--- src/hdl/stl_pkg.sv ---
// ---------------------------------------------------------------------------
// stl_pkg: shared types and constants of the SQL token lexer
// Token kind codes, scan modes, keyword table and the front-to-back word.
// ---------------------------------------------------------------------------
package stl_pkg;

    localparam int KEYWORD_CHARS_DEF = 8;
    localparam int INPUT_SPAN_DEF    = 65536;
    localparam int POS_W             = 16;
    localparam int VAL_W             = 63;
    localparam int KIND_W            = 6;
    localparam int WLEN_W            = 17;
    localparam logic [VAL_W-1:0] VAL_MAX = {VAL_W{1'b1}};
    localparam logic [VAL_W-1:0] SAT_LIMIT = VAL_MAX / 10;

    typedef enum logic [KIND_W-1:0] {
        K_SELECT = 6'd0, K_INSERT = 6'd1, K_UPDATE = 6'd2, K_DELETE = 6'd3,
        K_CREATE = 6'd4, K_DROP = 6'd5, K_TABLE = 6'd6, K_FROM = 6'd7,
        K_WHERE = 6'd8, K_INTO = 6'd9, K_VALUES = 6'd10, K_SET = 6'd11,
        K_AND = 6'd12, K_OR = 6'd13, K_NOT = 6'd14, K_NULL = 6'd15,
        K_IS = 6'd16, K_INT = 6'd17, K_FLOAT = 6'd18, K_VARCHAR = 6'd19,
        K_BOOL = 6'd20, K_PRIMARY = 6'd21, K_KEY = 6'd22, K_SHOW = 6'd23,
        K_TABLES = 6'd24, K_DESCRIBE = 6'd25, K_BOOL_LIT = 6'd26,
        K_STRING_LIT = 6'd27, K_FLOAT_LIT = 6'd28, K_INT_LIT = 6'd29,
        K_IDENT = 6'd30, K_COMMA = 6'd31, K_SEMICOLON = 6'd32, K_LPAREN = 6'd33,
        K_RPAREN = 6'd34, K_STAR = 6'd35, K_DOT = 6'd36, K_EQ = 6'd37,
        K_LTE = 6'd38, K_LT = 6'd39, K_GTE = 6'd40, K_GT = 6'd41,
        K_NEQ = 6'd42, K_UNKNOWN = 6'd43, K_EOF = 6'd44
    } kind_t;

    typedef enum logic [3:0] {
        M_IDLE = 4'd0, M_STR = 4'd1, M_ESC = 4'd2, M_NUM = 4'd3,
        M_WORD = 4'd4, M_LT = 4'd5, M_GT = 4'd6, M_BANG = 4'd7
    } mode_t;

    localparam logic [7:0] CH_QUOTE = 8'h27;
    localparam logic [7:0] CH_BSLASH = 8'h5C;
    localparam logic [7:0] CH_UNDER = 8'h5F;
    localparam logic [7:0] CH_DOT = 8'h2E;
    localparam logic [7:0] CH_EQ = 8'h3D;

    typedef struct packed {
        logic [KIND_W-1:0] kind;
        logic [POS_W-1:0]  start;
        logic [POS_W-1:0]  length;
        logic [VAL_W-1:0]  value;
        logic              last;
    } token_t;

    // one front-to-back word: a two-token flag, up to two tokens
    typedef struct packed {
        logic   two;
        token_t tok0;
        token_t tok1;
    } pair_t;

    localparam int KW_N = 33;
    localparam int KW_W = 16 * 8;

    typedef struct packed {
        logic [KW_W-1:0]   text;  // left aligned, first char in top byte
        logic [4:0]        len;
        logic [KIND_W-1:0] kind;
        logic              val;
    } kw_t;

    function automatic kw_t kw_entry(input int idx);
        kw_t e;
        e.val = 1'b0;
        unique case (idx)
            0: begin e.text = {"SELECT", 80'h0}; e.len = 5'd6; e.kind = K_SELECT; end
            1: begin e.text = {"INSERT", 80'h0}; e.len = 5'd6; e.kind = K_INSERT; end
            2: begin e.text = {"UPDATE", 80'h0}; e.len = 5'd6; e.kind = K_UPDATE; end
            3: begin e.text = {"DELETE", 80'h0}; e.len = 5'd6; e.kind = K_DELETE; end
            4: begin e.text = {"CREATE", 80'h0}; e.len = 5'd6; e.kind = K_CREATE; end
            5: begin e.text = {"DROP", 96'h0}; e.len = 5'd4; e.kind = K_DROP; end
            6: begin e.text = {"TABLE", 88'h0}; e.len = 5'd5; e.kind = K_TABLE; end
            7: begin e.text = {"FROM", 96'h0}; e.len = 5'd4; e.kind = K_FROM; end
            8: begin e.text = {"WHERE", 88'h0}; e.len = 5'd5; e.kind = K_WHERE; end
            9: begin e.text = {"INTO", 96'h0}; e.len = 5'd4; e.kind = K_INTO; end
            10: begin e.text = {"VALUES", 80'h0}; e.len = 5'd6; e.kind = K_VALUES; end
            11: begin e.text = {"SET", 104'h0}; e.len = 5'd3; e.kind = K_SET; end
            12: begin e.text = {"AND", 104'h0}; e.len = 5'd3; e.kind = K_AND; end
            13: begin e.text = {"OR", 112'h0}; e.len = 5'd2; e.kind = K_OR; end
            14: begin e.text = {"NOT", 104'h0}; e.len = 5'd3; e.kind = K_NOT; end
            15: begin e.text = {"NULL", 96'h0}; e.len = 5'd4; e.kind = K_NULL; end
            16: begin e.text = {"IS", 112'h0}; e.len = 5'd2; e.kind = K_IS; end
            17: begin e.text = {"INT", 104'h0}; e.len = 5'd3; e.kind = K_INT; end
            18: begin e.text = {"INTEGER", 72'h0}; e.len = 5'd7; e.kind = K_INT; end
            19: begin e.text = {"FLOAT", 88'h0}; e.len = 5'd5; e.kind = K_FLOAT; end
            20: begin e.text = {"DOUBLE", 80'h0}; e.len = 5'd6; e.kind = K_FLOAT; end
            21: begin e.text = {"VARCHAR", 72'h0}; e.len = 5'd7; e.kind = K_VARCHAR; end
            22: begin e.text = {"TEXT", 96'h0}; e.len = 5'd4; e.kind = K_VARCHAR; end
            23: begin e.text = {"BOOL", 96'h0}; e.len = 5'd4; e.kind = K_BOOL; end
            24: begin e.text = {"BOOLEAN", 72'h0}; e.len = 5'd7; e.kind = K_BOOL; end
            25: begin e.text = {"PRIMARY", 72'h0}; e.len = 5'd7; e.kind = K_PRIMARY; end
            26: begin e.text = {"KEY", 104'h0}; e.len = 5'd3; e.kind = K_KEY; end
            27: begin e.text = {"SHOW", 96'h0}; e.len = 5'd4; e.kind = K_SHOW; end
            28: begin e.text = {"TABLES", 80'h0}; e.len = 5'd6; e.kind = K_TABLES; end
            29: begin e.text = {"DESCRIBE", 64'h0}; e.len = 5'd8; e.kind = K_DESCRIBE; end
            30: begin e.text = {"DESC", 96'h0}; e.len = 5'd4; e.kind = K_DESCRIBE; end
            31: begin e.text = {"TRUE", 96'h0}; e.len = 5'd4; e.kind = K_BOOL_LIT;
                e.val = 1'b1; end
            default: begin e.text = {"FALSE", 88'h0}; e.len = 5'd5; e.kind = K_BOOL_LIT; end
        endcase
        return e;
    endfunction

endpackage

--- src/hdl/stl_if.sv ---
// ---------------------------------------------------------------------------
// stl_in_if / stl_out_if: valid/ready channels of the lexer
// Input bytes and output tokens.
// ---------------------------------------------------------------------------
interface stl_in_if;
    logic       valid;
    logic       ready;
    logic       action;
    logic [7:0] text_byte;
    modport source (output valid, output action, output text_byte, input ready);
    modport sink (input valid, input action, input text_byte, output ready);
endinterface

interface stl_out_if;
    logic                       valid;
    logic                       ready;
    logic [stl_pkg::KIND_W-1:0] token_kind;
    logic [stl_pkg::POS_W-1:0]  token_start;
    logic [stl_pkg::POS_W-1:0]  token_length;
    logic [stl_pkg::VAL_W-1:0]  int_value;
    logic                       last_of_run;
    modport source (output valid, output token_kind, output token_start,
                    output token_length, output int_value, output last_of_run,
                    input ready);
    modport sink (input valid, input token_kind, input token_start,
                  input token_length, input int_value, input last_of_run,
                  output ready);
endinterface

--- src/hdl/sql_token_lexer_unit.sv ---
// ---------------------------------------------------------------------------
// sql_token_lexer_unit: streaming SQL tokenizer
// Byte scanner in front, token queue behind.
//
//   channel | dir | word
//   in      | in  | action, text_byte
//   out     | out | token_kind, token_start, token_length, int_value, last_of_run
//
// One byte is taken each cycle while the two-entry token queue has room.
// A byte that yields two tokens holds its queue slot until both are sent.
// Tokens appear in the cycle after their byte at the earliest.
// Reset clears scan state and queue; no clearing pass.
// ---------------------------------------------------------------------------
module sql_token_lexer_unit #(
    parameter int KEYWORD_CHARS = stl_pkg::KEYWORD_CHARS_DEF,
    parameter int INPUT_SPAN    = stl_pkg::INPUT_SPAN_DEF
) (
    input logic       clk,
    input logic       rst_n,
    stl_in_if.sink    in,
    stl_out_if.source out
);
    logic           q_push, q_full;
    stl_pkg::pair_t q_data;

    stl_front #(.KEYWORD_CHARS(KEYWORD_CHARS), .INPUT_SPAN(INPUT_SPAN)) u_front (
        .clk(clk), .rst_n(rst_n),
        .in_valid(in.valid), .in_action(in.action), .in_byte(in.text_byte),
        .in_ready(in.ready),
        .q_push(q_push), .q_data(q_data), .q_full(q_full)
    );

    stl_back u_back (
        .clk(clk), .rst_n(rst_n),
        .q_push(q_push), .q_data(q_data), .q_full(q_full), .out(out)
    );
endmodule

--- src/hdl/stl_front.sv ---
// ---------------------------------------------------------------------------
// stl_front: byte scanner
// Keeps the scan mode, classifies each byte and forms up to two tokens.
// ---------------------------------------------------------------------------
module stl_front #(
    parameter int KEYWORD_CHARS = stl_pkg::KEYWORD_CHARS_DEF,
    parameter int INPUT_SPAN    = stl_pkg::INPUT_SPAN_DEF
) (
    input  logic           clk,
    input  logic           rst_n,
    input  logic           in_valid,
    input  logic           in_action,
    input  logic [7:0]     in_byte,
    output logic           in_ready,
    output logic           q_push,
    output stl_pkg::pair_t q_data,
    input  logic           q_full
);
    localparam int SPAN_W = $clog2(INPUT_SPAN);
    localparam int WIDX_W = $clog2(KEYWORD_CHARS);

    stl_pkg::mode_t               mode_reg, mode_next;
    logic [KEYWORD_CHARS*8-1:0]   wbuf_reg, wbuf_next;
    logic [stl_pkg::WLEN_W-1:0]   wlen_reg, wlen_next;
    logic [stl_pkg::VAL_W-1:0]    acc_reg, acc_next;
    logic                         dot_reg, dot_next;
    logic [SPAN_W-1:0]            origin_reg, origin_next;
    logic [SPAN_W-1:0]            pos_reg, pos_next;

    logic                         take;
    logic                         is_dig, is_alp, is_spc, is_wch;
    logic [SPAN_W-1:0]            span, span1;
    logic [7:0]                   up;
    logic [stl_pkg::VAL_W-1:0]    dval, acc_dig;
    stl_pkg::token_t              ntok [2];
    logic [1:0]                   cnt;
    stl_pkg::token_t              wtok;
    logic                         idle_go;

    assign in_ready = !q_full;
    assign take     = in_valid && in_ready;

    assign is_dig = in_byte >= "0" && in_byte <= "9";
    assign is_alp = (in_byte >= "A" && in_byte <= "Z") || (in_byte >= "a" && in_byte <= "z");
    assign is_spc = in_byte == " " || (in_byte >= 8'd9 && in_byte <= 8'd13);
    assign is_wch = is_alp || is_dig || in_byte == stl_pkg::CH_UNDER;
    assign up     = (in_byte >= "a" && in_byte <= "z") ? in_byte - 8'd32 : in_byte;
    // distance modulo the span, which need not be a power of two
    assign span   = (pos_reg >= origin_reg) ? pos_reg - origin_reg
                                            : pos_reg + SPAN_W'(INPUT_SPAN) - origin_reg;
    assign span1  = span + SPAN_W'(1);
    assign dval   = stl_pkg::VAL_W'(in_byte - "0");

    function automatic stl_pkg::token_t mk(input stl_pkg::kind_t k,
                                           input logic [SPAN_W-1:0] s,
                                           input logic [SPAN_W-1:0] l,
                                           input logic [stl_pkg::VAL_W-1:0] v);
        stl_pkg::token_t t;
        t.kind   = k;
        t.start  = stl_pkg::POS_W'(s);
        t.length = stl_pkg::POS_W'(l);
        t.value  = v;
        t.last   = 1'b0;
        return t;
    endfunction

    // saturating acc*10+d; acc*10 fits once acc <= limit
    always_comb
    begin
        logic [stl_pkg::VAL_W+3:0] prod;
        prod = {4'd0, acc_reg} * 67'd10 + {4'd0, dval};
        if (acc_reg > stl_pkg::SAT_LIMIT || prod > {4'd0, stl_pkg::VAL_MAX})
            acc_dig = stl_pkg::VAL_MAX;
        else
            acc_dig = prod[stl_pkg::VAL_W-1:0];
    end

    // keyword compare, all entries in parallel
    always_comb
    begin
        logic              hit;
        logic              match;
        stl_pkg::kw_t      e;
        hit  = 1'b0;
        wtok = mk(stl_pkg::K_IDENT, origin_reg, span, '0);
        for (int i = 0; i < stl_pkg::KW_N; i++)
        begin
            e = stl_pkg::kw_entry(i);
            // bytes past the word length are stale
            match = wlen_reg == stl_pkg::WLEN_W'(e.len);
            for (int j = 0; j < KEYWORD_CHARS; j++)
                if (j < int'(e.len) &&
                    e.text[stl_pkg::KW_W-1-j*8 -: 8] != wbuf_reg[j*8 +: 8])
                    match = 1'b0;
            if (!hit && match)
            begin
                hit  = 1'b1;
                wtok = mk(stl_pkg::kind_t'(e.kind), origin_reg, span,
                          stl_pkg::VAL_W'(e.val));
            end
        end
    end

    always_comb
    begin
        mode_next   = mode_reg;
        wbuf_next   = wbuf_reg;
        wlen_next   = wlen_reg;
        acc_next    = acc_reg;
        dot_next    = dot_reg;
        origin_next = origin_reg;
        pos_next    = pos_reg;
        cnt         = 2'd0;
        ntok[0]     = mk(stl_pkg::K_EOF, pos_reg, '0, '0);
        ntok[1]     = ntok[0];
        idle_go     = 1'b0;
        if (in_action)
        begin
            priority case (mode_reg)
                stl_pkg::M_STR, stl_pkg::M_ESC:
                    begin ntok[0] = mk(stl_pkg::K_STRING_LIT, origin_reg, span, '0); cnt = 2'd1; end
                stl_pkg::M_NUM:
                    begin
                        ntok[0] = mk(dot_reg ? stl_pkg::K_FLOAT_LIT : stl_pkg::K_INT_LIT,
                                     origin_reg, span, dot_reg ? '0 : acc_reg);
                        cnt = 2'd1;
                    end
                stl_pkg::M_WORD: begin ntok[0] = wtok; cnt = 2'd1; end
                stl_pkg::M_LT:
                    begin ntok[0] = mk(stl_pkg::K_LT, origin_reg, SPAN_W'(1), '0); cnt = 2'd1; end
                stl_pkg::M_GT:
                    begin ntok[0] = mk(stl_pkg::K_GT, origin_reg, SPAN_W'(1), '0); cnt = 2'd1; end
                default: ;
            endcase
            ntok[cnt[0]] = mk(stl_pkg::K_EOF, pos_reg, '0, '0);
            cnt = cnt + 2'd1;
            mode_next = stl_pkg::M_IDLE;
            wlen_next = '0; acc_next = '0; dot_next = 1'b0;
            origin_next = '0; pos_next = '0;
        end
        else
        begin
            priority case (mode_reg)
                stl_pkg::M_STR:
                    if (in_byte == stl_pkg::CH_QUOTE)
                    begin
                        ntok[0] = mk(stl_pkg::K_STRING_LIT, origin_reg, span1, '0);
                        cnt = 2'd1; mode_next = stl_pkg::M_IDLE;
                    end
                    else if (in_byte == stl_pkg::CH_BSLASH)
                        mode_next = stl_pkg::M_ESC;
                stl_pkg::M_ESC: mode_next = stl_pkg::M_STR;
                stl_pkg::M_NUM:
                    if (is_dig) begin if (!dot_reg) acc_next = acc_dig; end
                    else if (in_byte == stl_pkg::CH_DOT) dot_next = 1'b1;
                    else
                    begin
                        ntok[0] = mk(dot_reg ? stl_pkg::K_FLOAT_LIT : stl_pkg::K_INT_LIT,
                                     origin_reg, span, dot_reg ? '0 : acc_reg);
                        cnt = 2'd1; idle_go = 1'b1;
                    end
                stl_pkg::M_WORD:
                    if (is_wch)
                    begin
                        if (wlen_reg < stl_pkg::WLEN_W'(KEYWORD_CHARS))
                            wbuf_next[WIDX_W'(wlen_reg[WIDX_W-1:0])*8 +: 8] = up;
                        if (wlen_reg != '1) wlen_next = wlen_reg + 1'b1;
                    end
                    else begin ntok[0] = wtok; cnt = 2'd1; idle_go = 1'b1; end
                stl_pkg::M_LT, stl_pkg::M_GT, stl_pkg::M_BANG:
                    if (in_byte == stl_pkg::CH_EQ)
                    begin
                        ntok[0] = mk(mode_reg == stl_pkg::M_LT ? stl_pkg::K_LTE :
                                     mode_reg == stl_pkg::M_GT ? stl_pkg::K_GTE :
                                     stl_pkg::K_NEQ, origin_reg, span1, '0);
                        cnt = 2'd1; mode_next = stl_pkg::M_IDLE;
                    end
                    else
                    begin
                        if (mode_reg != stl_pkg::M_BANG)
                        begin
                            ntok[0] = mk(mode_reg == stl_pkg::M_LT ? stl_pkg::K_LT
                                         : stl_pkg::K_GT, origin_reg, SPAN_W'(1), '0);
                            cnt = 2'd1;
                        end
                        idle_go = 1'b1;
                    end
                default: idle_go = 1'b1;
            endcase
            if (idle_go)
            begin
                mode_next = stl_pkg::M_IDLE;
                if (!is_spc)
                begin
                    origin_next = pos_reg;
                    if (in_byte == stl_pkg::CH_QUOTE) mode_next = stl_pkg::M_STR;
                    else if (is_dig)
                    begin
                        acc_next = dval; dot_next = 1'b0; mode_next = stl_pkg::M_NUM;
                    end
                    else if (is_alp || in_byte == stl_pkg::CH_UNDER)
                    begin
                        wbuf_next[7:0] = up; wlen_next = stl_pkg::WLEN_W'(1);
                        mode_next = stl_pkg::M_WORD;
                    end
                    else if (in_byte == "<") mode_next = stl_pkg::M_LT;
                    else if (in_byte == ">") mode_next = stl_pkg::M_GT;
                    else if (in_byte == "!") mode_next = stl_pkg::M_BANG;
                    else
                    begin
                        ntok[cnt[0]] = mk(in_byte == "," ? stl_pkg::K_COMMA :
                                          in_byte == ";" ? stl_pkg::K_SEMICOLON :
                                          in_byte == "(" ? stl_pkg::K_LPAREN :
                                          in_byte == ")" ? stl_pkg::K_RPAREN :
                                          in_byte == "*" ? stl_pkg::K_STAR :
                                          in_byte == "." ? stl_pkg::K_DOT :
                                          in_byte == "=" ? stl_pkg::K_EQ :
                                          stl_pkg::K_UNKNOWN, pos_reg, SPAN_W'(1), '0);
                        cnt = cnt + 2'd1;
                    end
                end
            end
            pos_next = (pos_reg == SPAN_W'(INPUT_SPAN - 1)) ? '0 : pos_reg + 1'b1;
        end
    end

    always_comb
    begin
        q_data.two  = cnt == 2'd2;
        q_data.tok0 = ntok[0];
        q_data.tok1 = ntok[1];
        if (cnt == 2'd2) q_data.tok1.last = 1'b1;
        else q_data.tok0.last = 1'b1;
    end
    assign q_push = take && cnt != 2'd0;

    always_ff @(posedge clk or negedge rst_n)
    begin
        if (!rst_n)
        begin
            mode_reg   <= stl_pkg::M_IDLE;
            wlen_reg   <= '0;
            acc_reg    <= '0;
            dot_reg    <= 1'b0;
            origin_reg <= '0;
            pos_reg    <= '0;
        end
        else if (take)
        begin
            mode_reg   <= mode_next;
            wlen_reg   <= wlen_next;
            acc_reg    <= acc_next;
            dot_reg    <= dot_next;
            origin_reg <= origin_next;
            pos_reg    <= pos_next;
        end
    end

    always_ff @(posedge clk)
    begin
        if (take)
            wbuf_reg <= wbuf_next;
    end
endmodule

--- src/hdl/stl_back.sv ---
// ---------------------------------------------------------------------------
// stl_back: token queue and output sequencer
// Two-entry queue of token pairs; sends one token per cycle while out.ready is high.
// ---------------------------------------------------------------------------
module stl_back (
    input  logic           clk,
    input  logic           rst_n,
    input  logic           q_push,
    input  stl_pkg::pair_t q_data,
    output logic           q_full,
    stl_out_if.source      out
);
    stl_pkg::pair_t  mem_reg [2];
    logic            wp_reg, rp_reg, half_reg;
    logic [1:0]      fill_reg;
    logic            pop_tok, pop_pair;
    stl_pkg::token_t cur;

    assign q_full = fill_reg == 2'd2;
    assign cur    = half_reg ? mem_reg[rp_reg].tok1 : mem_reg[rp_reg].tok0;

    assign out.valid        = fill_reg != 2'd0;
    assign out.token_kind   = cur.kind;
    assign out.token_start  = cur.start;
    assign out.token_length = cur.length;
    assign out.int_value    = cur.value;
    assign out.last_of_run  = cur.last;

    assign pop_tok  = out.valid && out.ready;
    assign pop_pair = pop_tok && (half_reg || !mem_reg[rp_reg].two);

    always_ff @(posedge clk or negedge rst_n)
    begin
        if (!rst_n)
        begin
            wp_reg <= 1'b0; rp_reg <= 1'b0; half_reg <= 1'b0; fill_reg <= 2'd0;
        end
        else
        begin
            if (q_push) wp_reg <= ~wp_reg;
            if (pop_pair) begin rp_reg <= ~rp_reg; half_reg <= 1'b0; end
            else if (pop_tok) half_reg <= 1'b1;
            fill_reg <= fill_reg + {1'b0, q_push} - {1'b0, pop_pair};
        end
    end

    always_ff @(posedge clk)
    begin
        if (q_push) mem_reg[wp_reg] <= q_data;
    end
endmodule

--- src/flat_wrapper.sv ---
// flat-port wrapper written by rule: the top's interface ports become plain ports
module sql_token_lexer_unit_flat 
#(
    parameter int KEYWORD_CHARS = stl_pkg::KEYWORD_CHARS_DEF,
    parameter int INPUT_SPAN    = stl_pkg::INPUT_SPAN_DEF
)
  (clk, rst_n, in_valid, in_action, in_text_byte, in_ready, out_valid, out_token_kind, out_token_start, out_token_length, out_int_value, out_last_of_run, out_ready);
  stl_in_if in_i ();
  stl_out_if out_i ();
  input logic clk;
  input logic rst_n;
  input wire logic [$bits(in_i.valid)-1:0] in_valid;
  input wire logic [$bits(in_i.action)-1:0] in_action;
  input wire logic [$bits(in_i.text_byte)-1:0] in_text_byte;
  output wire logic [$bits(in_i.ready)-1:0] in_ready;
  output wire logic [$bits(out_i.valid)-1:0] out_valid;
  output wire logic [$bits(out_i.token_kind)-1:0] out_token_kind;
  output wire logic [$bits(out_i.token_start)-1:0] out_token_start;
  output wire logic [$bits(out_i.token_length)-1:0] out_token_length;
  output wire logic [$bits(out_i.int_value)-1:0] out_int_value;
  output wire logic [$bits(out_i.last_of_run)-1:0] out_last_of_run;
  input wire logic [$bits(out_i.ready)-1:0] out_ready;
  assign in_i.valid = in_valid;
  assign in_i.action = in_action;
  assign in_i.text_byte = in_text_byte;
  assign in_ready = in_i.ready;
  assign out_valid = out_i.valid;
  assign out_token_kind = out_i.token_kind;
  assign out_token_start = out_i.token_start;
  assign out_token_length = out_i.token_length;
  assign out_int_value = out_i.int_value;
  assign out_last_of_run = out_i.last_of_run;
  assign out_i.ready = out_ready;
  sql_token_lexer_unit #(.KEYWORD_CHARS(KEYWORD_CHARS), .INPUT_SPAN(INPUT_SPAN)) u_core (.clk(clk), .rst_n(rst_n), .in(in_i), .out(out_i));
endmodule
--- config.mk ---
export PLATFORM = sky130hd
export DESIGN_NAME = sql_token_lexer_unit_flat
export DESIGN_NICKNAME = d
export VERILOG_FILES = /design/src/hdl/stl_pkg.sv /design/src/hdl/stl_if.sv /design/src/hdl/sql_token_lexer_unit.sv /design/src/hdl/stl_front.sv /design/src/hdl/stl_back.sv /design/src/flat_wrapper.sv
export SDC_FILE = /design/constraint.sdc
export NUM_CORES = 1
export LEC_CHECK = 0
export BUFFER_PORTS_ARGS = -buffer_cell sky130_fd_sc_hd__buf_2
export CORE_MARGIN = 2
export CORE_UTILIZATION = 45
export CTS_CLUSTER_DIAMETER = 100
export CTS_CLUSTER_SIZE = 12
export DETAILED_ROUTE_END_ITERATION = 12
export HOLD_SLACK_MARGIN = 0.12
export REMOVE_ABC_BUFFERS = 1
export SLEW_MARGIN = 25
export SYNTH_ARGS = -nofsm -noshare
export SYNTH_HDL_FRONTEND = slang
export SYNTH_SLANG_ARGS = --single-unit
export TNS_END_PERCENT = 50
--- constraint.sdc ---
create_clock -name clk -period 20.1 [get_ports clk]
set_input_delay 1.005 -clock clk [delete_from_list [all_inputs] [get_ports clk]]
set_output_delay 1.005 -clock clk [all_outputs]
set_load 0.01 [all_outputs]
==> run_results.csv, run 1 <==
group,metric,value,unit
outcome,status,"finished clean",
die,ios,117,
die,initial_core_util,45.24,%
routing,vias_per_cell,6.216,
worst_setup_path,path_class,"reg2reg",
cts,postCtsSetupBuffers,0,
worst_setup_path,worstSetupEndpoint,"u_core.u_front.acc_reg[19]$_DFFE_PN0P_",
grt,grt_max_degree,80,
final_layout,largest_register_ffs,252,
synthesis,synth_ff_type,"edfxtp_1",
timing,min_period,7884,ps
final_layout,layout-drive-gt1-share,8.479,%
grt,grt_pass1_vias,25370,
synthesis,synth_area,30860,um2
synthesis,synth_area_leaders,"edfxtp_1 (31%), dfrtp_1 (9.8%), ha_1 (8.8%)",
synthesis,synth_commonest_cells,"edfxtp_1 (316), nand2_1 (291), nor2_1 (276)",
timing,fin_skew,26.54,ps
die,die_height,265.9,um
placed_design,pre_cts_ws,12370,ps
synthesis,yosysTopAreaCellShare,30.75,%
synthesis,syn-mean-instance-area,9.459,um2
cts,tritoncts,"built",
grt,antenna_found_initial,1,
worst_setup_path,worstReg2RegStart,"u_core.u_front.acc_reg[2]$_DFFE_PN0P_",
worst_setup_path,cp_data_arrival_time,8350,ps
cts,clk_path_buf_depth,3,
power,p_int,1972,uW
worst_setup_path,cpMaxStageDelayCell,"nand4_2",
worst_setup_path,start_kind,"flop",
cts,cts_resized,0,
cts,clkLatencyLatePin,610,ps
power,totalPowerFinal,3143,uW
cts,cts_htree_levels,2,
hold_path,hold_path.class,"in2async",
synthesis,synth_top_area_cell,"edfxtp_1",
cts,cts_buffers,43,
die,dieArea,70690,um2
timing,setup_viol,0,
power,switchingPower,1170,uW
placed_design,globalplace.congestion,0.9644,
worst_setup_path,rr_endpoint,"u_core.u_front.acc_reg[19]$_DFFE_PN0P_",
cts,cts_sinks,437,
worst_setup_path,slowest_delay,640,ps
timing,tns,0,ps
synthesis,syn_inst,3263,
cts,hold_buffers,0,
grt,grt.overflow.total,0,
timing,worst_pin_slew,1094,ps
routing,vias,26160,
final_layout,multiInputGateArea,17410,um2
cts,clkTransAtPathRegs,60,ps
final_layout,seq_area,12520,um2
grt,grtUsageTotal,25.45,%
placed_design,portBuffers,116,
power,power_leakage,0.01365,uW
power,p_per_area,93.77,nW/um2
synthesis,synthArstFlopShare,27.69,%
power,p_sw_share,37.24,%
timing,rsz0062_at_grt,"false",
final_layout,area_growth,8.594,%
final_layout,fin_nets,3524,
timing,post-route-period-util,39.22,%
routing,wl_per_cell,21.81,um
synthesis,yosysMostFrequentCell,"edfxtp_1",
die,num_rows,96,
routing,ant_nets,0,
synthesis,yosysWarnings,0,
worst_setup_path,reg2reg_depth,25,
synthesis,synth-seq-cells,437,
power,pwr-share-clk,24.9,%
grt,grt_pass1_wl,143400,um
routing,drt_iter0_drc,2217,
die,die_w,265.9,um
routing,drc,0,
worst_setup_path,r2r_setup_slack,12220,ps
final_layout,diodes,0,
worst_setup_path,worst_setup_path_end_kind,"flop",
power,power_frac_comb,35.8,%
synthesis,synth-seq-area-share,40.56,%
worst_setup_path,cp.required,20560,ps
cts,cts_root_buf,"clkbuf_16",
worst_setup_path,crit_start,"u_core.u_front.acc_reg[2]$_DFFE_PN0P_",
die,coreArea,68230,um2
timing,drv_slew,0,
final_layout,fillers,6293,
worst_setup_path,crit_path_max_fanout,33,
placed_design,hpwl,67600,um
synthesis,synth_cell_types,95,
timing,fin_ws,12220,ps
timing,hold_viol_final,0,
power,peakVddDrop,0.1090,mV
routing,drt-total-wl,91790,um
routing,first_pass_iters,7,
power,sequentialPowerShare,39.3,%
run,max-cap-violations,0,
synthesis,synth_edf_count,316,
timing,max_slew_margin,26.33,%
timing,max_freq,126.8,MHz
==> layout by cell type (no fill, tap or decap), types with 84 or more instances in the layout <==
cell type and count:
mux2i_1 84, dfrtp_1 119, buf_2 115, inv_1 92, edfxtp_1 316, ha_1 217
o21ai_0 200, nand2_1 291, a21oi_1 212, nor3_1 138, nor2_1 273, xnor2_1 95
and2_1 109
==> power groups by stage <==
stage / Sequential, uW / Clock, uW / Combinational [uW]
6_report: 1240 / 783 / 1120
3_5_place_dp: 1260 / 0 / 1130
4_1_cts: 1240 / 806 / 1130
2_1_floorplan: 1290 / 0 / 732
5_1_grt: 1250 / 832 / 1230
3_3_place_gp: 1250 / 0 / 1100
==> kinds of logic (layout without fill, tap and decap cells) <==
kind of cell	after synthesis	after routing	share of synthesized area [%]
fa+ha+maj	220	220	8.992
compound gates	832	832	17.35
buf+inv	253	316	3.288
xor+xnor	146	146	4.143
flops	437	437	40.56
mux	121	121	4.950
simple gates	1254	1254	20.72
==> critical path: cells and delay by family, from the launching register on <==
kind            cells  cell delay, ps
simple gates        4            1390
fa+ha+maj           3            1080
buf+inv             1             550
mux                 1             170
compound gates     15            3670
xor+xnor            1             310
flops               1             500
==> worst min path at each step <==
stage / from / end / cells past startpoint
5_1_grt: rst_n / u_core.u_front.origin_reg[2]$_DFFE_PN0P_ / 1
2_1_floorplan: u_core.u_front.wlen_reg[15]$_DFFE_PN0P_ / u_core.u_front.wlen_reg[15]$_DFFE_PN0P_ / 1
3_3_place_gp: u_core.u_front.wlen_reg[15]$_DFFE_PN0P_ / u_core.u_front.wlen_reg[15]$_DFFE_PN0P_ / 1
4_1_cts: rst_n / u_core.u_front.origin_reg[2]$_DFFE_PN0P_ / 1
6_report: rst_n / u_core.u_front.origin_reg[2]$_DFFE_PN0P_ / 1
3_5_place_dp: u_core.u_front.wlen_reg[15]$_DFFE_PN0P_ / u_core.u_front.wlen_reg[15]$_DFFE_PN0P_ / 1
==> through the flow <==
stage                     utilization [%]  instance area, um2  instances  hold WS, ps
after global placement              47.08               32120       4126        469.1
final                               49.13               33520       4208        356.6
after CTS                           49.08               33490       4208        360.9
after detailed placement            47.18               32190       4128        473.4
after floorplan                         -               30200       3103        452.4
after global routing                49.13               33520       4208        399.1
==> per-layer routing <==
layer	routed length (um)	vias to the layer above	GRT usage, %
met5	0	-	0
met4	3198	0	9.065
met3	4685	177	2.532
met2	43660	913	43.02
met1	40250	12760	34.01
li1	-	12300	-
==> final cells by class <==
cell class	count	share of cell area [%]
clock buffer	74	3.681
clock inverter	6	0.1941
timing repair buffer	143	2.486
tap	882	3.293
multi-input combinational	2573	51.94
sequential	437	37.37
inverter	93	1.042
(Power assumes the default switching activity.)
==> inputs of run 2 (changes only) <==
clock period = 7.3 ns   (was 20.1 ns; I/O delays follow)
==> run 2 against run 1 <==
  * Via count fell by 0.71%
  * Sequential share of layout area shrank 0.25 points
  * Combinational power increased to 2.8 times the previous value
  * Highest routed layer unchanged
==> run_results.csv, run 2 (synthesis gave the netlist of run 1 again) <==
group,metric,value,unit
outcome,status,"finished clean",
placed_design,globalplace.congestion,0.9714,
timing,tns,0,ps
worst_setup_path,r2r_setup_slack,390,ps
routing,ant_nets,0,
grt,grt_max_degree,111,
routing,drt-total-wl,94050,um
timing,hold_viol_final,0,
die,coreArea,68230,um2
power,peakVddDrop,0.2409,mV
routing,wl_per_cell,22.25,um
cts,clkTransAtPathRegs,70,ps
cts,cts_htree_levels,2,
timing,max_slew_margin,27.35,%
final_layout,layout-drive-gt1-share,8.909,%
timing,worst_pin_slew,1090,ps
worst_setup_path,cpMaxStageDelayCell,"dfrtp_1",
timing,post-route-period-util,94.68,%
power,sequentialPowerShare,39.0,%
die,die_height,265.9,um
routing,drc,0,
cts,clkLatencyLatePin,630,ps
final_layout,diodes,0,
power,switchingPower,3270,uW
die,initial_core_util,45.24,%
cts,cts_sinks,437,
worst_setup_path,path_buf_inv,1,
grt,grtUsageTotal,26.16,%
cts,postCtsSetupBuffers,0,
placed_design,portBuffers,116,
final_layout,area_growth,9.320,%
final_layout,seq_area,12520,um2
power,p_per_area,259.7,nW/um2
timing,hold_slack,234.8,ps
worst_setup_path,cp.required,7770,ps
routing,drt_iter0_drc,2025,
cts,clk_path_buf_depth,3,
placed_design,hpwl,69360,um
worst_setup_path,cp_top_family,"compound AO/OA/AOI/OAI gates",
final_layout,multiInputGateArea,17400,um2
power,pwr-share-clk,25.7,%
die,ios,117,
worst_setup_path,cp_data_arrival_time,7380,ps
final_layout,final_cell_mix,"edfxtp_1 (316), nand2_1 (291), nor2_1 (273)",
worst_setup_path,worst_setup_path_end_kind,"flop",
timing,setup_viol,0,
cts,cts_buffers,44,
timing,max_freq,144.7,MHz
grt,grt_pass1_wl,146300,um
worst_setup_path,start_kind,"flop",
power,power_frac_comb,35.3,%
cts,tritoncts,"built",
worst_setup_path,slowest_delay,460,ps
routing,vias,25970,
power,p_int,5491,uW
cts,cts_root_buf,"clkbuf_16",
die,die_w,265.9,um
power,power_leakage,0.01378,uW
final_layout,fillers,6362,
worst_setup_path,path_class,"reg2reg",
power,p_sw_share,37.33,%
die,dieArea,70690,um2
hold_path,hold_path.class,"in2reg",
worst_setup_path,crit_path_max_fanout,47,
routing,first_pass_iters,5,
final_layout,layout_commonest_cell,"edfxtp_1",
final_layout,largest_register_ffs,252,
grt,grt_pass1_vias,25190,
timing,min_period,6912,ps
routing,vias_per_cell,6.144,
timing,rsz0062_at_grt,"false",
die,num_rows,96,
run,max-cap-violations,0,
grt,grt.overflow.total,0,
grt,antenna_found_initial,0,
timing,drv_slew,0,
timing,fin_skew,54.85,ps
worst_setup_path,cpMostUsedCell,"ha_1",
final_layout,fin_nets,3542,
-- run 2: cell types whose count changed in the layout (fill, tap and decap cells not counted), sizes merged --
| cell | delta |
|---|---|
| inv | +1 |
| clkinvlp | -1 |
| clkbuf | -1 |
| clkinv | +1 |
| bufinv | +2 |
| dlygate4sd3 | +2 |
| buf | +15 |
-- run 2: path summary, 6_finish.rpt --
check | startpoint | to | cells after the start
worst min register to register | u_core.u_back.fill_reg[1]$_DFF_PN0_ | u_core.u_back.fill_reg[1]$_DFF_PN0_ | 1
min in group asynchronous | rst_n | u_core.u_front.origin_reg[1]$_DFFE_PN0P_ | 2
worst min-delay path | in_text_byte[4] | u_core.u_front.wbuf_reg[4]$_DFFE_PP_ | 2
worst max-delay path | u_core.u_front.acc_reg[4]$_DFFE_PN0P_ | u_core.u_front.acc_reg[28]$_DFFE_PN0P_ | 25
max in group asynchronous | rst_n | u_core.u_front.acc_reg[23]$_DFFE_PN0P_ | 3
worst max register to register | u_core.u_front.acc_reg[4]$_DFFE_PN0P_ | u_core.u_front.acc_reg[28]$_DFFE_PN0P_ | 25
-- run 2: power groups by stage --
stage	Sequential, uW	Clock, uW	Combinational, uW
floorplan	3550	0	2020
global placement	3450	0	3060
detailed placement	3470	0	3110
CTS	3420	2300	3120
global route	3470	2390	3380
finish	3420	2250	3090
-- run 2: cell type report --
cell class	count	area share, %
Clock inverter	9	0.4598
Sequential cell	437	37.12
Clock buffer	73	3.586
Multi-Input combinational cell	2573	51.58
Tap cell	882	3.271
Inverter	93	1.035
Timing Repair Buffer	160	2.952
-- run 2: worst register-to-register path, cell delays in order (launching register included) --
cell,delay (ps)
dfrtp_1,460
ha_1,360
ha_1,330
a211oi_1,260
o21ai_1,190
o311a_1,400
o211a_1,290
o21ai_1,280
nor2_1,120
a221o_1,380
a21o_1,200
a21oi_1,310
o311ai_0,200
xor2_1,210
ha_1,400
nand2_1,100
o221ai_1,350
nor3_2,130
o311ai_2,190
a31oi_1,260
or3_1,400
mux2i_1,180
nand4_2,140
buf_12,230
o31ai_1,310
nand2_1,90
-- run 2: timing repair --
action,in CTS,in global routing
endpoints found under the setup margin,0,32
resized for setup,0,1
hold buffers,2,0
hold endpoints to repair,71,0
-- run 2: routing by layer --
metal | global-route usage (%) | share of wire, %
met1 | 35.85 | 45
met2 | 43.81 | 48
met3 | 2.865 | 4.4
met4 | 7.546 | 2.8
met5 | 0 | 0
-- run 2: metrics by stage --
stage / area (um2) / worst slack (ps) / std cells / total power (uW) / util (%)
2_1_floorplan: 30200 / -1256 / 3103 / 5563 / -
3_3_place_gp: 32290 / 394.8 / 4142 / 6513 / 47.33
3_5_place_dp: 32340 / 282.9 / 4143 / 6585 / 47.40
4_1_cts: 33720 / 253.8 / 4227 / 8839 / 49.43
5_1_grt: 33740 / 5.351 / 4227 / 9241 / 49.45
6_report: 33740 / 388.1 / 4227 / 8761 / 49.45
==> inputs of run 3 (changes only) <==
--- a/config.mk
+++ b/config.mk
@@ -14,5 +14,5 @@
 export HOLD_SLACK_MARGIN = 0.12
 export REMOVE_ABC_BUFFERS = 1
-export SLEW_MARGIN = 25
+export SETUP_SLACK_MARGIN = 0.5
 export SYNTH_ARGS = -nofsm -noshare
 export SYNTH_HDL_FRONTEND = slang
==> constraint.sdc (replaced) <==
create_clock -name clk -period 7.3 [get_ports clk]
set_input_delay 0.73 -clock clk [delete_from_list [all_inputs] [get_ports clk]]
set_output_delay 0.73 -clock clk [all_outputs]
set_load 0.01 [all_outputs]
==> run 3 against run 2 <==
  * Largest power group unchanged
  * Flip-flop and latch count is the same
  * Global-route usage shrank 0.34 points
  * Clock power shrank 4%
  * Non-clock buffer count grew 8
  * Combinational power is essentially flat
  * Clock-buffer cell count grew 1
  * Critical path type unchanged
  * Final cell count grew 0.21%
  * Via count grew 0.79%
==> run_results.csv, run 3 (synthesis gave the netlist of run 1 again) <==
group,metric,value,unit
routing,ant_nets,0,
die,num_rows,96,
worst_setup_path,worstSetupEndpoint,"u_core.u_front.acc_reg[58]$_DFFE_PN0P_",
power,p_per_area,257.0,nW/um2
routing,drt_iter0_drc,1961,
power,power_frac_comb,35.9,%
worst_setup_path,worstReg2RegStart,"u_core.u_front.acc_reg[14]$_DFFE_PN0P_",
timing,worst_pin_slew,1225,ps
final_layout,final_cell_mix,"edfxtp_1 (316), nand2_1 (291), nor2_1 (273)",
timing,drv_slew,0,
die,coreArea,68230,um2
placed_design,portBuffers,116,
worst_setup_path,r2r_setup_slack,790,ps
grt,grt_max_degree,92,
power,switchingPower,3261,uW
final_layout,layout_commonest_cell,"edfxtp_1",
final_layout,fillers,6302,
routing,vias,26170,
hold_path,hold_path.class,"in2reg",
final_layout,layout-drive-gt1-share,9.752,%
timing,max_slew_margin,18.13,%
routing,drc,0,
die,die_w,265.9,um
power,p_sw_share,37.52,%
cts,cts_buffers,44,
grt,antenna_found_initial,3,
cts,tritoncts,"built",
worst_setup_path,reg2reg_depth,23,
cts,cts_sinks,437,
worst_setup_path,rr_endpoint,"u_core.u_front.acc_reg[58]$_DFFE_PN0P_",
final_layout,largest_register_ffs,252,
power,p_int,5430,uW
timing,fin_skew,38.95,ps
timing,post-route-period-util,89.15,%
routing,wl_per_cell,22.07,um
final_layout,seq_area,12530,um2
outcome,status,"finished clean",
worst_setup_path,start_kind,"flop",
placed_design,hpwl,68780,um
cts,cts_root_buf,"clkbuf_16",
routing,vias_per_cell,6.179,
die,die_height,265.9,um
cts,clk_path_buf_depth,3,
timing,rsz0062_at_grt,"false",
final_layout,fin_util,49.56,%
cts,clkLatencyLatePin,620,ps
final_layout,fin_nets,3550,
power,peakVddDrop,0.2825,mV
worst_setup_path,crit_start,"u_core.u_front.acc_reg[14]$_DFFE_PN0P_",
timing,min_period,6508,ps
cts,clkTransAtPathRegs,70,ps
worst_setup_path,path_class,"reg2reg",
die,ios,117,
worst_setup_path,cp_data_arrival_time,6950,ps
worst_setup_path,worst_setup_path_end_kind,"flop",
routing,drt-total-wl,93510,um
timing,fin_ws,792.2,ps
cts,cts_htree_levels,2,
die,initial_core_util,45.24,%
worst_setup_path,cp.required,7740,ps
grt,grt_pass1_wl,144800,um
timing,setup_viol,0,
final_layout,multiInputGateArea,17480,um2
power,pwr-share-clk,25.0,%
timing,max_freq,153.7,MHz
die,dieArea,70690,um2
routing,first_pass_iters,7,
timing,hold_viol_final,0,
worst_setup_path,crit_path_max_fanout,7,
grt,grt.overflow.total,0,
run,max-cap-violations,0,
hold_path,holdCritStartpoint,"out_ready",
placed_design,globalplace.congestion,1.012,
power,sequentialPowerShare,39.1,%
final_layout,area_growth,9.555,%
grt,grtUsageTotal,25.82,%
placed_design,pre_cts_ws,276.2,ps
grt,grt_pass1_vias,25670,
power,power_leakage,0.01376,uW
[run 3: cell count changes in the layout (fill, tap and decap cells not counted), moves of 5 or more]
| cell | change |
|---|---|
| buf_4 | +11 |
| ha_1 | -6 |
| ha_2 | +6 |
| a21oi_1 | -5 |
| a21oi_2 | +5 |
[run 3: what timing repair did]
| item | CTS | global route |
|---|---|---|
| setup buffers | 3 | 3 |
| resized for setup | 2 | 30 |
| pin swaps | 1 | 8 |
| hold buffers | 1 | 0 |
| endpoints found under the hold margin | 51 | 0 |
| setup endpoints to repair | 48 | 63 |
[run 3: worst min path at each step]
stage                                         endpoint  slack (ps)  depth (start not counted)
2_1_floorplan      u_core.u_back.fill_reg[0]$_DFF_PN0_         430                          0
3_3_place_gp   u_core.u_front.wlen_reg[15]$_DFFE_PN0P_         470                          1
3_5_place_dp   u_core.u_front.wlen_reg[15]$_DFFE_PN0P_         480                          1
4_1_cts             u_core.u_back.half_reg$_DFFE_PN0P_         450                          3
5_1_grt             u_core.u_back.half_reg$_DFFE_PN0P_         500                          3
6_report            u_core.u_back.half_reg$_DFFE_PN0P_         480                          3
[run 3: area by class of cell]
cell class	count	area share, %
Antenna cell	1	0.007401
Multi-Input combinational cell	2573	51.70
Timing Repair Buffer	168	3.045
Tap cell	882	3.264
Clock inverter	8	0.3182
Sequential cell	437	37.04
Inverter	93	1.032
Clock buffer	74	3.589
[run 3: stage by stage]
stage / area [um2] / std cells / TNS, ps / hold WS (ps) / power, uW
floorplan: 30200 / 3103 / -469330 / 434.4 / 5563
global placement: 32300 / 4146 / 0 / 467.5 / 6511
detailed placement: 32300 / 4146 / 0 / 476.3 / 6581
CTS: 33680 / 4232 / 0 / 454.4 / 8771
global route: 33810 / 4236 / 0 / 496.6 / 9157
finish: 33810 / 4236 / 0 / 481.0 / 8691
[run 3: critical path, stage by stage, from the launching register on]
cell and delay, ps:
dfrtp_1 490, ha_1 340, ha_1 390, a21oi_1 350, nand2_1 130, a31o_2 280
a221oi_1 420, o211ai_1 250, a21oi_2 290, o22a_1 240, nor2_1 60, nor2_1 180
o21ai_0 170, xor2_1 200, ha_1 420, nand4_1 190, nor3_1 350, a31oi_2 170
or3_1 390, mux2i_2 220, nand4_4 190, buf_12 210, o21ai_1 250, o211ai_1 150
[run 3: per-layer routing]
layer | global-route usage (%) | share of wire, %
met5 | 0 | 0.014
met4 | 9.459 | 3.5
met3 | 2.754 | 4.9
met2 | 43.45 | 47
met1 | 34.45 | 44
[run 3: power by group through the flow]
stage	sequential [uW]	clock, uW	combinational [uW]
5_1_grt	3440	2310	3400
3_5_place_dp	3450	0	3130
4_1_cts	3400	2230	3140
3_3_place_gp	3430	0	3080
6_report	3400	2170	3120
2_1_floorplan	3550	0	2020
